## src/rtl/x2r_pkg.sv

```systemverilog
// ----------------------------------------------------------------------------
// x2r_pkg
// Shared constants and types for the XYZ to RGB max-normalised converter.
// ----------------------------------------------------------------------------
package x2r_pkg;

  localparam int unsigned SampleWidthDef = 16;
  localparam int unsigned CoeffW         = 16;
  localparam int unsigned RowW           = 3 * CoeffW;
  localparam int unsigned LevelW         = 8;
  localparam int unsigned NumRows        = 3;
  localparam int unsigned RegIdxW        = 2;
  localparam int unsigned FifoDepthDef   = 4;

  // configuration register indexes
  typedef enum logic [RegIdxW-1:0] {
    REG_RED   = 2'd0,
    REG_GREEN = 2'd1,
    REG_BLUE  = 2'd2,
    REG_NONE  = 2'd3
  } x2r_reg_e;

  // queue status as seen by its neighbours
  typedef struct packed {
    logic full;
    logic valid;
  } x2r_qstat_t;

endpackage

```

## src/rtl/x2r_front.sv

```systemverilog
// ----------------------------------------------------------------------------
// x2r_front
// Takes XYZ words, raises zero Y to one LSB and forms the squared Y term.
// ----------------------------------------------------------------------------
module x2r_front import x2r_pkg::*; #(
  parameter int unsigned SampleWidth = SampleWidthDef
) (
  input  logic                     clk_i,
  input  logic                     rst_ni,
  input  logic                     in_valid_i,
  output logic                     in_stall_o,
  input  logic [SampleWidth-1:0]   x_i,
  input  logic [SampleWidth-1:0]   y_i,
  input  logic [SampleWidth-1:0]   z_i,
  input  x2r_qstat_t               qstat_i,
  output logic                     push_o,
  output logic [3*SampleWidth+1:0] push_data_o
);

  localparam int unsigned F  = SampleWidth - 2;
  localparam int unsigned VW = SampleWidth + 2;

  logic                   valid_q;
  logic [SampleWidth-1:0] x_q, z_q;
  logic [VW-1:0]          vy_q;
  logic [SampleWidth-1:0] t;
  logic [2*SampleWidth-1:0] sq;
  logic                   adv;

  always_comb begin
    t   = (y_i == '0) ? SampleWidth'(1) : y_i;
    sq  = t * t;
    adv = !valid_q || !qstat_i.full;
  end

  assign in_stall_o  = !adv;
  assign push_o      = valid_q && !qstat_i.full;
  assign push_data_o = {x_q, vy_q, z_q};

  always_ff @(posedge clk_i or negedge rst_ni) begin
    if (!rst_ni) begin
      valid_q <= 1'b0;
    end else if (adv) begin
      valid_q <= in_valid_i;
    end
  end

  always_ff @(posedge clk_i) begin
    if (adv && in_valid_i) begin
      x_q  <= x_i;
      z_q  <= z_i;
      vy_q <= sq[2*SampleWidth-1:F];  // truncated square, F fraction bits
    end
  end

endmodule

```

## config.mk

```make
export PLATFORM = sky130hd
export DESIGN_NAME = x2r_front
export DESIGN_NICKNAME = d
export VERILOG_FILES = /design/src/rtl/x2r_pkg.sv /design/src/rtl/x2r_front.sv
export SDC_FILE = /design/constraint.sdc
export NUM_CORES = 1
export LEC_CHECK = 0
export ABC_AREA = 0
export BUFFER_PORTS_ARGS = -buffer_cell sky130_fd_sc_hd__buf_2
export CORE_ASPECT_RATIO = 1.1
export CORE_UTILIZATION = 25
export DETAILED_ROUTE_END_ITERATION = 10
export PLACE_DENSITY_LB_ADDON = 0.2
export SLEW_MARGIN = 15
export SYNTH_ARGS = -nofsm -noshare
export SYNTH_HDL_FRONTEND = slang
export SYNTH_SLANG_ARGS = --single-unit
```

## constraint.sdc

```tcl
create_clock -name clk_i -period 3.02 [get_ports clk_i]
set_input_delay 0.755 -clock clk_i [delete_from_list [all_inputs] [get_ports clk_i]]
set_output_delay 0.755 -clock clk_i [all_outputs]
set_load 0.1 [all_outputs]
```

# == Word level (Yosys, flattened, before mapping) ==
# Index checks and enable logic that the tools add are counted.
# op_classes
n_reduce_logical,7
n_mux,1
multipliers,1
# op_table
cell,count
$mul A16 B16 Y32,1
$logic_not A16 Y1,1
$mux W16,1
$logic_not A1 Y1,3
$logic_and A1 B1 Y1,2
$logic_or A1 B1 Y1,1
# totals
ff_bits,51
input_bits,53
output_inout_bits,52
word_cells,13

# == Longest topological paths before layout ==
# depth
word_depth,3
depth_mapped,23
ltp_nobuf,21

# == Least setup slack after synthesis ==
# No wires, ideal clock.
# synth_timing
kind,input -> register
start,input port y_i[1]
end,register vy_q[14] (data pin)
stages,22
t_arrival_ns,5.948
path_buffers,2
path_slack_ns,-3.184
required_ns,2.765
setup_time_ns,0.255
path_cell_list,clkbuf_1 > clkbuf_1 > and2_1 > fa_1 > inv_1 > fa_1 > inv_1 > fa_1 > inv_1 > fa_1 > inv_1 > fa_1 > inv_1 > fa_1 > inv_1 > ha_1 > a21oi_1 > o211ai_1 > a21boi_0 > o21ai_0 > nand4bb_1 > and3_1
# synth_between
elab_chain_cells,3
# synth_rtl
element,line,text
"start, declared",x2r_front.sv:13,"input logic [SampleWidth-1:0] y_i,"
$logic_not A16 Y1,x2r_front.sv:31,t = (y_i == '0) ? SampleWidth'(1) : y_i;
$mux W16 (*),x2r_front.sv:31,
$mul A16 B16 Y32 (*),x2r_front.sv:32,sq = t * t;
net sq[28],x2r_front.sv:27,logic [2*SampleWidth-1:0] sq;
"end signal, assigned",x2r_front.sv:52,vy_q <= sq[2*SampleWidth-1:F];
"end, declared",x2r_front.sv:25,logic [VW-1:0] vy_q;
# The timed path passes the listed nets; every way through them passes the cells marked *.
# A chain may end at the register's enable or synchronous reset.

# == Final worst setup path ==
# layout_timing
start,input port y_i[1]
end,register vy_q[10] (data pin)
# The elaborated chain is that of the path after synthesis.

==> impl_metrics.tcl <==
set metrics [dict create \
    status "complete, but fails checks" \
    violations "setup timing" \
    grt_pass1_wl_mm 37.0 \
    synth_simple_gate_area_share_pct 11.5 \
    initial_core_util_pct 25.3 \
    layout-drive-gt1-share_pct 37.4 \
    grt.overflow.total 0 \
    setup_slack_ns -2.66 \
    syn-num-nets 1230 \
    syn_area_per_cell_um2 9.70 \
    fin_nets 1489 \
    synth_area_leaders "fa_1, edfxtp_1, ha_1" \
    drt-wirelength-per-cell_um 13.4 \
    synth-compound-area-share_pct 6.49 \
    dpl.hpwl_mm 18.9 \
    synthAdderAreaFrac_pct 50.0 \
    placed_cell_area_mm2 0.0112 \
    relSlewSlack_pct 56.2 \
    dieWidth_um 182 \
    crit_chain "buf_12, and2_4, fa_1, inv_2, fa_1, inv_1, fa_1, inv_2, fa_1, inv_1, fa_1, inv_1, fa_1, inv_2, ha_4, nand4_1, a2111oi_4, nand2_2, a211oi_4, mux2i_1, and3_1" \
    synth_area_mm2 0.00890 \
    timing_hold_violations_final 0 \
    place_congestion 0.797 \
    worst_path_max_delay_cell "fa_1" \
    period_share_pct 188 \
    dr_total_vias 6679 \
    synth-seq-area-share_pct 17.1 \
    synth_top_family_by_area "adder cells" \
    synth_xor_area_share_pct 2.46 \
    startpoint_type "primary input" \
    grt_pass1_vias 7537 \
    grt.total_usage_pct 12.6 \
    clock_latency_ns 0.29 \
    max_slew.worst_pin.slew_ns 0.657 \
    max_stage_delay_ns 0.52 \
    synth_cell_type_count 55 \
    cp.required_ns 3.06 \
    synth-seq-cells 51 \
    coreArea_mm2 0.0351 \
    synth_warnings 0 \
    ant_nets 0 \
    syn_to_final_growth_pct 38.7 \
    die_area_mm2 0.0364 \
    wl_mm 21.7 \
    critical_path.max_fanout 6 \
    design_area_mm2 0.0123 \
    antenna_found_initial 0 \
    arrival_ns 5.73 \
    rsz0062_at_grt "yes" \
    synth.mux.area_fraction_pct 0.464 \
    synth_top_cell_area_share_pct 36.2 \
    rows 72 \
    slew_violations 0 \
    diodes 0 \
    cts_tree "done" \
    io_pins 105 \
    maxCapViolCount 0 \
    port_buffers 103 \
    synth_edf_count 50 \
    drt-vias-per-instance 4.12 \
    worstHoldPathType "in2async" \
    cts.path.max_buffers 2 \
    finClkSkew_ns 0.00472 \
    grt_max_degree 51 \
    synth-async-reset-ratio_pct 1.96 \
    path_clk_slew_ns 0.07 \
    dr.first_iter.drc_count 180 \
    fp.dieH_um 200 \
    first_pass_iters 4 \
    cts_sinks 51 \
    yosysTopAreaCell "fa_1" \
    numCtsBuffers 5 \
    finalSetupViolCount 18 \
    layout_min_cycle_time_ns 5.68 \
    max_freq_mhz 176 \
    cp_common_cell "fa_1" \
    cp-end-kind "flop" \
    htree_num_levels 2 \
    root_buffer "clkbuf_16" \
    drc 0 \
    critPathKind "in2reg" \
    ys.flop_type "edfxtp_1" \
    synth_cells 918 \
]
metrics by stage:
stage | hold slack [ns] | TNS, ns | setup WS [ns] | std cells | utilization (%)
3_5_place_dp | 0.530 | -54.24 | -3.13 | 1585 | 31.8
5_1_grt | 0.210 | -47.84 | -2.84 | 1622 | 35.1
4_1_cts | 0.210 | -44.74 | -2.62 | 1616 | 34.5
6_report | 0.228 | -44.76 | -2.66 | 1622 | 35.1
3_3_place_gp | 0.531 | -54.22 | -3.14 | 1585 | 31.8
2_1_floorplan | 0.459 | -46.12 | -2.74 | 918 | -
worst paths after layout:
path	start	endpoint	slack, ns	depth (start not counted)
worst max-delay path	y_i[1]	vy_q[10]	-2.66	21
worst min-delay path	rst_ni	valid_q	0.23	1
worst max register to register	valid_q	vy_q[14]	1.42	3
worst min register to register	valid_q	valid_q	0.70	2
max in group asynchronous	rst_ni	valid_q	2.71	1
min in group clk_i	x_i[5]	x_q[5]	0.64	1
sequential cells by signal, indices dropped and copies added (netlist names):
| register | count |
|---|---|
| vy_q | 18 |
| x_q | 16 |
| valid_q | 1 |
| z_q | 16 |
Yosys cell counts, drive strengths merged, types with 5 or more instances:
cell type / n
inv: 238
fa: 161
nand2: 104
ha: 98
edfxtp: 50
and2: 48
clkbuf: 34
a21oi: 30
nor2: 24
xnor2: 16
o21ai: 15
buf: 9
xor2: 9
nand3: 8
nand4: 8
and3: 6
a21o: 5
o21a: 5
metal layers:
metal  vias to the layer above  wire [µm]  track usage [%]
met5                         -          0                0
met4                         0         55            0.965
met3                         5        392            0.726
met2                        53      11800             24.5
met1                      3292       9500             15.9
li1                       3329          -                -
cell usage in the layout (no fill, tap or decap), types with 14 or more instances in the layout:
master / count
edfxtp_1: 50
and2_1: 32
buf_4: 171
fa_1: 148
inv_1: 222
ha_1: 84
nand2_2: 21
nor2_1: 20
xnor2_1: 14
inv_2: 15
buf_2: 88
a21oi_1: 14
nand2_1: 80
buf_6: 22
ha_4: 14
layout make-up:
| class | count | area [µm²] |
|---|---|---|
| fill | 3639 | 22800 |
| multi-input combinational | 586 | 6970 |
| timing repair buffer | 295 | 2250 |
| sequential | 51 | 1530 |
| inverter | 238 | 897 |
| tap | 444 | 556 |
| clock buffer | 5 | 125 |
| clock inverter | 3 | 23.8 |
critical path, delay by kind of cell:
family / cells / cell delay, ns
adders and majority gates: 7 / 3.26
and+or+nand+nor: 4 / 0.62
buffers and inverters: 7 / 0.41
AOI/OAI and AO/OA: 2 / 0.59
muxes: 1 / 0.10
cell families (layout without fill, tap and decap cells):
kind of cell | Yosys count | in the layout
AND/OR/NAND/NOR | 213 | 213
buffers and inverters | 281 | 541
adder cells (fa/ha/maj) | 259 | 259
flip-flops | 51 | 51
XOR/XNOR | 25 | 25
multiplexers | 4 | 4
AO/OA/AOI/OAI | 85 | 85
timing repair:
| action | CTS | global route |
|---|---|---|
| cloned | 1 | 0 |
| gates resized for setup | 140 | 40 |
| setup buffers | 24 | 7 |
| hold buffers | 0 | 0 |
| endpoints found under the setup margin | 18 | 18 |
| pin swaps | 65 | 44 |
Power is left out: the tool's default activity adds up to more than one toggle a clock period on the data nets, which glitch-free logic cannot reach.
