`config.mk`:
```
export PLATFORM = sky130hd
export DESIGN_NAME = x2r_fifo
export DESIGN_NICKNAME = d
export VERILOG_FILES = /design/src/rtl/x2r_pkg.sv /design/src/rtl/x2r_fifo.sv
export SDC_FILE = /design/constraint.sdc
export NUM_CORES = 1
export LEC_CHECK = 0
export BUFFER_PORTS_ARGS = -buffer_cell sky130_fd_sc_hd__clkbuf_2
export CORE_MARGIN = 5
export CORE_UTILIZATION = 40
export DETAILED_ROUTE_END_ITERATION = 8
export SYNTH_ARGS = -nofsm -noshare
export SYNTH_HDL_FRONTEND = slang
export SYNTH_SLANG_ARGS = --single-unit
```
`constraint.sdc`:
```
create_clock -name clk_i -period 5 [get_ports clk_i]
set_clock_uncertainty 0.15 [all_clocks]
set_input_delay 0.5 -clock clk_i [delete_from_list [all_inputs] [get_ports clk_i]]
set_output_delay 0.5 -clock clk_i [all_outputs]
set_load 0.01 [all_outputs]
```
`src/rtl/x2r_pkg.sv`:
```
// ----------------------------------------------------------------------------
// x2r_pkg
// Shared constants and types for the XYZ to RGB max-normalised converter.
// ----------------------------------------------------------------------------
package x2r_pkg;

  localparam int unsigned SampleWidthDef = 16;
  localparam int unsigned CoeffW         = 16;
  localparam int unsigned RowW           = 3 * CoeffW;
  localparam int unsigned LevelW         = 8;
  localparam int unsigned NumRows        = 3;
  localparam int unsigned RegIdxW        = 2;
  localparam int unsigned FifoDepthDef   = 4;

  // configuration register indexes
  typedef enum logic [RegIdxW-1:0] {
    REG_RED   = 2'd0,
    REG_GREEN = 2'd1,
    REG_BLUE  = 2'd2,
    REG_NONE  = 2'd3
  } x2r_reg_e;

  // queue status as seen by its neighbours
  typedef struct packed {
    logic full;
    logic valid;
  } x2r_qstat_t;

endpackage

```
`src/rtl/x2r_fifo.sv`:
```
// ----------------------------------------------------------------------------
// x2r_fifo
// Short queue between the front and back ends.
// ----------------------------------------------------------------------------
module x2r_fifo import x2r_pkg::*; #(
  parameter int unsigned DataW = 50,
  parameter int unsigned Depth = FifoDepthDef
) (
  input  logic             clk_i,
  input  logic             rst_ni,
  input  logic             push_i,
  input  logic [DataW-1:0] push_data_i,
  input  logic             pop_i,
  output logic [DataW-1:0] pop_data_o,
  output x2r_qstat_t       qstat_o
);

  localparam int unsigned PtrW = (Depth > 1) ? $clog2(Depth) : 1;
  localparam int unsigned CntW = $clog2(Depth + 1);

  logic [DataW-1:0] mem_q [Depth];
  logic [PtrW-1:0]  wr_q, rd_q;
  logic [CntW-1:0]  cnt_q;

  assign qstat_o.full  = (cnt_q == CntW'(Depth));
  assign qstat_o.valid = (cnt_q != '0);
  assign pop_data_o    = mem_q[rd_q];

  always_ff @(posedge clk_i or negedge rst_ni) begin
    if (!rst_ni) begin
      wr_q  <= '0;
      rd_q  <= '0;
      cnt_q <= '0;
    end else begin
      if (push_i) begin
        wr_q <= (wr_q == PtrW'(Depth - 1)) ? '0 : wr_q + 1'b1;
      end
      if (pop_i) begin
        rd_q <= (rd_q == PtrW'(Depth - 1)) ? '0 : rd_q + 1'b1;
      end
      if (push_i && !pop_i) begin
        cnt_q <= cnt_q + 1'b1;
      end else if (!push_i && pop_i) begin
        cnt_q <= cnt_q - 1'b1;
      end
    end
  end

  always_ff @(posedge clk_i) begin
    if (push_i) begin
      mem_q[wr_q] <= push_data_i;
    end
  end

endmodule

```
======== After elaboration in Yosys (flattened, before gate mapping) ========
Memories as Yosys holds them, arrays and structs flattened.
Index checks and enable logic that the tools add are counted.
operators by class
  mux-type cells .......................... 6
  shifts and indexed selects .............. 0
  div/mod/pow operators ................... 0
  add/subtract/negate cells ............... 4
  magnitude comparators ................... 0
  reductions and logical operators ........ 6
  equal/unequal tests ..................... 3
  multipliers ............................. 0
  bitwise logic cells ..................... 0
operators with widths
  cell                                                                count
  3-bit 2-to-1 mux                                                    2
  2-bit by 1-bit adder with 2-bit output, second input constant       2
  2-bit equality test, second input constant                          2
  2-bit 2-to-1 mux                                                    2
  3-bit by 1-bit adder with 3-bit output, second input constant       1
  3-bit equality test, second input constant                          1
  3-bit nonzero test                                                  1
  3-bit by 1-bit subtractor with 3-bit output, second input constant  1
  1-bit logical AND                                                   2
  1-bit logical NOT                                                   2
  1-bit 2-to-1 mux                                                    2
  2-bit nonzero test                                                  1
storage, ports and cells
  bits in writable memories ............... 200
  bits in latches ......................... 0
  bits in read-only memories .............. 0
  memories kept ........................... 1
  output and inout port bits .............. 52
  input port bits ......................... 54
  flip-flop bits (word level) ............. 7
memories
  name   depth  width  read ports  clocked after memory_dff  write ports  RTL line        source
  mem_q  4      50     1           0                         1            x2r_fifo.sv:21  logic [DataW-1:0] mem_q [Depth];

======== Logic depth before layout (Yosys ltp) ========
Gate-level depths: netlist of run 1.
  depth in word-level cells ............... 4
  gate-level depth with buffers ........... 7
  mapped depth without buffers ............ 7

======== Least setup slack after synthesis of run 1 ========
OpenSTA, ideal clock, no wires.
  kind .................................... reg-to-reg
  start ................................... register wr_q[0]
  end ..................................... memory mem_q[0][0], enable pin
  setup time .............................. 0.413 ns
  required time ........................... 4.437 ns
  slack ................................... 2.622 ns
  buffers on the path ..................... 0
  arrival time ............................ 1.815 ns
  clock period less this slack ............ 2.378 ns
  cell stages (with the launch flop) ...... 4
  path through ............................ dfrtp_1 -> inv_1 -> ha_1 -> and2_1
RTL lines
  what                    RTL line        source
  from (decl)             x2r_fifo.sv:22  logic [PtrW-1:0] wr_q, rd_q;
  from (signal assigned)  x2r_fifo.sv:36  wr_q <= (wr_q == PtrW'(Depth - 1)) ? '0 : wr_q + 1'b1;
  to (decl)               x2r_fifo.sv:21
Straight into the memory's write port.

======== Worst setup path after layout of run 1 ========
  start ................................... register rd_q[0]
  end ..................................... output port pop_data_o[8]
on the way
  cells in the longest elaborated chain, start to end .. 1
ends and longest elaborated chain
  what                    RTL line        source
  from (decl)             x2r_fifo.sv:22
  from (signal assigned)  x2r_fifo.sv:39  rd_q <= (rd_q == PtrW'(Depth - 1)) ? '0 : rd_q + 1'b1;
  memory 4 x 50 bit       n/a
  to (decl)               x2r_fifo.sv:14  output logic [DataW-1:0] pop_data_o,
No other way between the ends.

==> results.sh, run 1 <==
export IMPL_rsz0062_at_grt="no"
export IMPL_synthDistinctLibCells=20
export IMPL_grt_usage_pct=12.6
export IMPL_io_buffers=105
export IMPL_netlist_area_sq_mm=0.00769
export IMPL_synth_cells=299
export IMPL_pin_count=106
export IMPL_drt_pass1_iterations=4
export IMPL_relSlewSlack_pct=28.5
export IMPL_hpwl_microns=8240
export IMPL_synth_simple_area_share_pct=0.748
export IMPL_grt_pass1_vias=3800
export IMPL_drv_cap=0
export IMPL_synth_nets=360
export IMPL_clk_pin_slew_worst_paths_ps=60
export IMPL_root_buffer="clkbuf_16"
export IMPL_r2r_start="wr_q[0]"
export IMPL_final_layout_size_suffix_gt1_share_pct=44.9
export IMPL_synth_compound_area_share_pct=0.130
export IMPL_ctsLongestPathBuffers=3
export IMPL_path_cells="mux4_2 -> clkbuf_2"
export IMPL_synth_fa_ha_area_share_pct=1.24
export IMPL_cts_buffers=22
export IMPL_die_y_microns=149
export IMPL_ys_seq_area_share_pct=80.4
export IMPL_grt_max_degree=54
export IMPL_synthMuxAreaShare_pct=15.2
export IMPL_cts_tree="yes"
export IMPL_min_path_type="input pin to flip-flop"
export IMPL_fin_area_sq_mm=0.00914
export IMPL_syn2layout_area_growth_pct=18.8
export IMPL_finalSetupViolCount=0
export IMPL_cts_setup_buffers=0
export IMPL_status="complete, no violations"
export IMPL_cp_depth=2
export IMPL_remaining_drc_errors=0
export IMPL_vias_per_cell=4.87
export IMPL_final_cell_mix="200 x edfxtp_1, 105 x clkbuf_2, 48 x mux4_2"
export IMPL_cp_start_kind="flip-flop"
export IMPL_finalMaxSlewViolations=0
export IMPL_critPathKind="flip-flop to output pin"
export IMPL_cts_hold_buf=1
export IMPL_htree_levels=1
export IMPL_post_route_util_pct=48.5
export IMPL_dp_cells=657
export IMPL_wire_per_inst_microns=19.6
export IMPL_die_area_sq_mm=0.0221
export IMPL_vias=3391
export IMPL_setup_tns_final_ps=0
export IMPL_insertion_delay_ps=480
export IMPL_yosys_warnings=0
export IMPL_required_ps=4350
export IMPL_reg2reg_setup_slack_ps=2710
export IMPL_antennaDiodeCount=0
export IMPL_finalCriticalPeriod_ps=3090
export IMPL_synth_xor_area_share_pct=0.342
export IMPL_post_route_period_util_pct=61.8
export IMPL_synth_ff_latch_count=207
export IMPL_layout_nets=483
export IMPL_ir_drop_mv=0.322
export IMPL_hold_viol_final=0
export IMPL_antenna_found_initial=0
export IMPL_cellPowerDensity_mw_per_mm2=571
export IMPL_initial_core_util_pct=40.9
export IMPL_ant_nets=0
export IMPL_clock_sinks=207
export IMPL_cp_startpoint="rd_q[0]"
export IMPL_leakagePower_nw=3.16
export IMPL_final_common_cell="edfxtp_1"
export IMPL_max_stage_delay_ps=1130
export IMPL_post_cts_resized=0
export IMPL_crit_family="flip-flops"
export IMPL_place_gp_congestion=0.658
export IMPL_drt_iter0_drc=128
export IMPL_dpl_instance_area_sq_mm=0.00845
export IMPL_arrival_ps=2440
export IMPL_r2r_end="mem_q[2][29]"
export IMPL_max_freq_ghz=0.324
export IMPL_critPathBufInv=1
export IMPL_stdcell_count=697
export IMPL_grt_pass1_wl_microns=21300
export IMPL_grt_overflow=0
export IMPL_reg2regPathDepth=4
export IMPL_routed_wl_microns=13700
export IMPL_core_sq_mm=0.0188
export IMPL_crit_fanout=53
export IMPL_slowest_stage="dfrtp_4"
export IMPL_synth_top_family_by_area="multiplexers"
export IMPL_die_w_microns=149
export IMPL_endpoint_kind="output pin"
export IMPL_worst_pin_slew_ps=1070
export IMPL_syn_avg_cell_area_sq_um=25.7
export IMPL_num_rows=50
export IMPL_crit_end="pop_data_o[8]"
==> Yosys cell counts <==
cell type | n | share of area [%]
nand2_1 | 2 | 0.098
ha_1 | 6 | 0.98
nor3b_1 | 1 | 0.098
buf_2 | 5 | 0.33
buf_12 | 5 | 1.3
mux4_2 | 48 | 14
nor2_1 | 3 | 0.15
or3_1 | 1 | 0.081
fa_1 | 1 | 0.26
edfxtp_1 | 200 | 78
xnor2_1 | 1 | 0.11
dfrtp_1 | 7 | 2.3
buf_6 | 1 | 0.15
and2_1 | 4 | 0.33
mux4_1 | 2 | 0.68
inv_1 | 4 | 0.20
xor2_1 | 2 | 0.23
mux2_2 | 3 | 0.44
o21ai_0 | 2 | 0.13
clkbuf_1 | 1 | 0.049
==> where the power goes <==
| group | leakage, nW | internal (mW) | switching, mW |
|---|---|---|---|
| clock network | 0.328 | 0.887 | 0.600 |
| logic | 0.912 | 0.646 | 0.617 |
| registers | 1.92 | 2.23 | 0.237 |
==> cell families (layout without fill, tap and decap cells) <==
family | Yosys count | in the layout
flip-flops | 207 | 207
multiplexers | 53 | 53
buffers and inverters | 16 | 154
AND/OR/NAND/NOR | 11 | 11
adder cells (fa/ha/maj) | 7 | 7
XOR/XNOR | 3 | 3
AO/OA/AOI/OAI | 2 | 2
==> per-layer routing <==
metal / vias to the layer above / part of all wire, % / wire [microns] / track usage (%)
met2: 85 / 51 / 6980 / 22.1
met4: 0 / 1.8 / 245 / 3.05
li1: 1524 / - / - / -
met1: 1763 / 41 / 5640 / 15.6
met5: - / 0 / 0 / 0
met3: 19 / 5.9 / 810 / 3.35
==> through the flow <==
step                      hold slack (ps)  setup WS [ps]  power (mW)
after floorplan                      54.4           2620        3.37
after global placement                201           2320        3.79
after detailed placement              204           2320        3.82
after CTS                            57.0           1800        5.33
after global routing                 63.1           1690        5.50
final                                84.2           1910        5.22
==> final cells by class <==
type | instances | area, sq um
clock buffers | 27 | 591
clock inverters | 12 | 83.8
well taps | 260 | 325
repair buffers | 111 | 573
inverters | 4 | 15.0
flip-flops and latches | 207 | 6190
fillers | 1560 | 9700
multi-input cells | 76 | 1360
==> how the worst min path moves through the flow <==
| stage | start | end | slack (ps) | cells after the start |
|---|---|---|---|---|
| 6_report | push_data_i[0] | mem_q[1][0] | 80 | 1 |
| 3_5_place_dp | rst_ni | wr_q[1] | 200 | 1 |
| 2_1_floorplan | rst_ni | cnt_q[0] | 50 | 0 |
| 3_3_place_gp | rst_ni | wr_q[1] | 200 | 1 |
| 4_1_cts | push_data_i[43] | mem_q[0][43] | 60 | 1 |
| 5_1_grt | push_data_i[49] | mem_q[2][49] | 60 | 1 |
==> registers in the layout (all words and copies together) (netlist names) <==
name   flops
wr_q       2
rd_q       2
cnt_q      3
mem_q    200
(Power assumes the default switching activity.)
==> run 2: changes to the inputs <==
ABC_AREA = 1   (was default)
clock period = 2.9 ns   (was 5 ns; I/O delays follow)
==> results.sh, run 2 <==
export IMPL_syn_avg_cell_area_sq_um=13.2
export IMPL_arrival_ps=2070
export IMPL_io_buffers=105
export IMPL_synth_top_area_share_pct=71.2
export IMPL_drv_cap=0
export IMPL_cts_tree="yes"
export IMPL_cts_setup_buffers=0
export IMPL_initial_core_util_pct=40.4
export IMPL_yosys_warnings=0
export IMPL_final_common_cell="edfxtp_1"
export IMPL_place_gp_congestion=0.688
export IMPL_ys_flop_type="edfxtp_1"
export IMPL_insertion_delay_ps=490
export IMPL_antenna_found_initial=0
export IMPL_core_sq_mm=0.0209
export IMPL_status="complete, no violations"
export IMPL_cp_start_kind="flip-flop"
export IMPL_synth_most_common_cell="edfxtp_1"
export IMPL_post_route_period_util_pct=86.5
export IMPL_die_area_sq_mm=0.0241
export IMPL_htree_levels=1
export IMPL_synth_top_cells_by_count="200 x edfxtp_1, 166 x nand2_1, 111 x inv_1"
export IMPL_synth_top_area_cell="edfxtp_1"
export IMPL_critPathKind="flip-flop to output pin"
export IMPL_grt_max_degree=74
export IMPL_root_buffer="clkbuf_16"
export IMPL_synth_cells=637
export IMPL_largest_register_ffs=200
export IMPL_vias_per_cell=4.70
export IMPL_cellPowerDensity_mw_per_mm2=912
export IMPL_finalMaxSlewViolations=0
export IMPL_routed_wl_microns=16500
export IMPL_setup_tns_final_ps=0
export IMPL_die_y_microns=155
export IMPL_crit_fanout=73
export IMPL_synth_area_top_cells="edfxtp_1 71%, o211ai_1 8.7%, nand2_1 7.4%"
export IMPL_worst_pin_slew_ps=683
export IMPL_top_regs="mem_q (200), cnt_q (3)"
export IMPL_synthDistinctLibCells=18
export IMPL_min_path_type="input pin to async pin"
export IMPL_endpoint_kind="output pin"
export IMPL_post_route_util_pct=49.5
export IMPL_regMostFlops="mem_q"
export IMPL_syn2layout_area_growth_pct=22.5
export IMPL_cts_buffers=22
export IMPL_rsz0062_at_grt="no"
export IMPL_grt_pass1_wl_microns=26200
export IMPL_ir_drop_mv=0.540
export IMPL_ant_nets=0
export IMPL_max_freq_ghz=0.399
export IMPL_wire_per_inst_microns=15.2
export IMPL_num_rows=53
export IMPL_clk_pin_slew_worst_paths_ps=60
export IMPL_finalCriticalPeriod_ps=2510
export IMPL_synth_ff_latch_count=207
export IMPL_drt_pass1_iterations=4
export IMPL_finalSetupViolCount=0
export IMPL_ctsLongestPathBuffers=3
export IMPL_die_w_microns=155
export IMPL_hold_viol_final=0
export IMPL_async_flop_share_pct=3.38
export IMPL_grt_usage_pct=13.6
export IMPL_final_layout_size_suffix_gt1_share_pct=18.7
export IMPL_leakagePower_nw=4.23
export IMPL_vias=5096
export IMPL_antennaDiodeCount=0
export IMPL_layout_nets=857
export IMPL_netlist_area_sq_mm=0.00844
export IMPL_required_ps=2460
export IMPL_remaining_drc_errors=0
export IMPL_drt_iter0_drc=196
export IMPL_ys_seq_area_share_pct=73.3
export IMPL_clock_sinks=207
export IMPL_grt_overflow=0
export IMPL_hpwl_microns=9780
export IMPL_relSlewSlack_pct=54.5
export IMPL_final_cell_mix="200 x edfxtp_1, 166 x nand2_1, 107 x inv_1"
export IMPL_synth_nets=698
export IMPL_pin_count=106
export IMPL_grt_pass1_vias=5085
export IMPL_synth_edff_count=200
[run 2: changes by cell type after synthesis, moves of 3 or more]
cell / delta
and2_1: -4
buf_12: -5
buf_2: +6
buf_6: +20
inv_1: +107
mux2_2: -3
mux4_2: -48
nand2_1: +164
o211ai_1: +98
[run 2: critical path, stage by stage, from the launching register on]
cell and delay, ps:
dfrtp_1 430, inv_6 340, buf_12 330, nand2_1 100
o211ai_1 110, nand2_1 110, clkbuf_2 150
[run 2: final cells by class]
| type | instances | area (sq um) |
|---|---|---|
| clock buffer | 30 | 602 |
| fill | 1813 | 10600 |
| multi-input combinational | 284 | 1540 |
| sequential | 207 | 6180 |
| clock inverter | 7 | 31.3 |
| tap | 275 | 344 |
| inverter | 113 | 429 |
| timing repair buffer | 168 | 1210 |
[run 2: cell families after synthesis]
family                   share of synthesized area (%)
flip-flops                                        73.3
AND/OR/NAND/NOR                                   7.71
buffers and inverters                             8.53
AO/OA/AOI/OAI                                     9.26
adder cells (fa/ha/maj)                           1.13
XOR/XNOR                                         0.104
[run 2: where the power goes]
group / internal (mW) / switching, mW
combinational: 1.03 / 1.94
clock: 1.44 / 1.03
sequential: 3.84 / 0.135
total: 6.31 / 3.11
[run 2: worst paths after layout]
path	cells past startpoint	slack [ps]	to	startpoint
setup / recovery	6	390	pop_data_o[14]	rd_q[0]
hold / removal	2	30	wr_q[1]	rst_ni
setup reg to reg	5	950	mem_q[2][42]	wr_q[0]
hold reg to reg	2	330	cnt_q[2]	cnt_q[2]
max in group asynchronous	2	2370	rd_q[1]	rst_ni
min in group clk_i	2	330	cnt_q[2]	cnt_q[2]
[run 2: what timing repair did]
action                                 CTS  global route
hold buffers                            53             0
endpoints found under the hold margin  211             0
resized for setup                        0             0
[run 2: layer usage]
layer	GRT usage, %	wire, microns	up-vias
met3	3.06	829	26
li1	-	-	2529
met4	3.50	387	0
met5	0	0	-
met1	17.3	7140	2432
met2	23.6	8160	109
[run 2: stage by stage]
step / instance area (sq um) / worst slack, ps / instances / total power [mW] / hold slack, ps
global route: 10300 / 215 / 1084 / 10.0 / 38.2
detailed placement: 9170 / 904 / 994 / 7.03 / 4.70
global placement: 9170 / 941 / 994 / 6.97 / -3.54
finish: 10300 / 392 / 1084 / 9.42 / 34.2
CTS: 10300 / 338 / 1084 / 9.59 / 5.06
floorplan: 8440 / 709 / 637 / 6.05 / -156
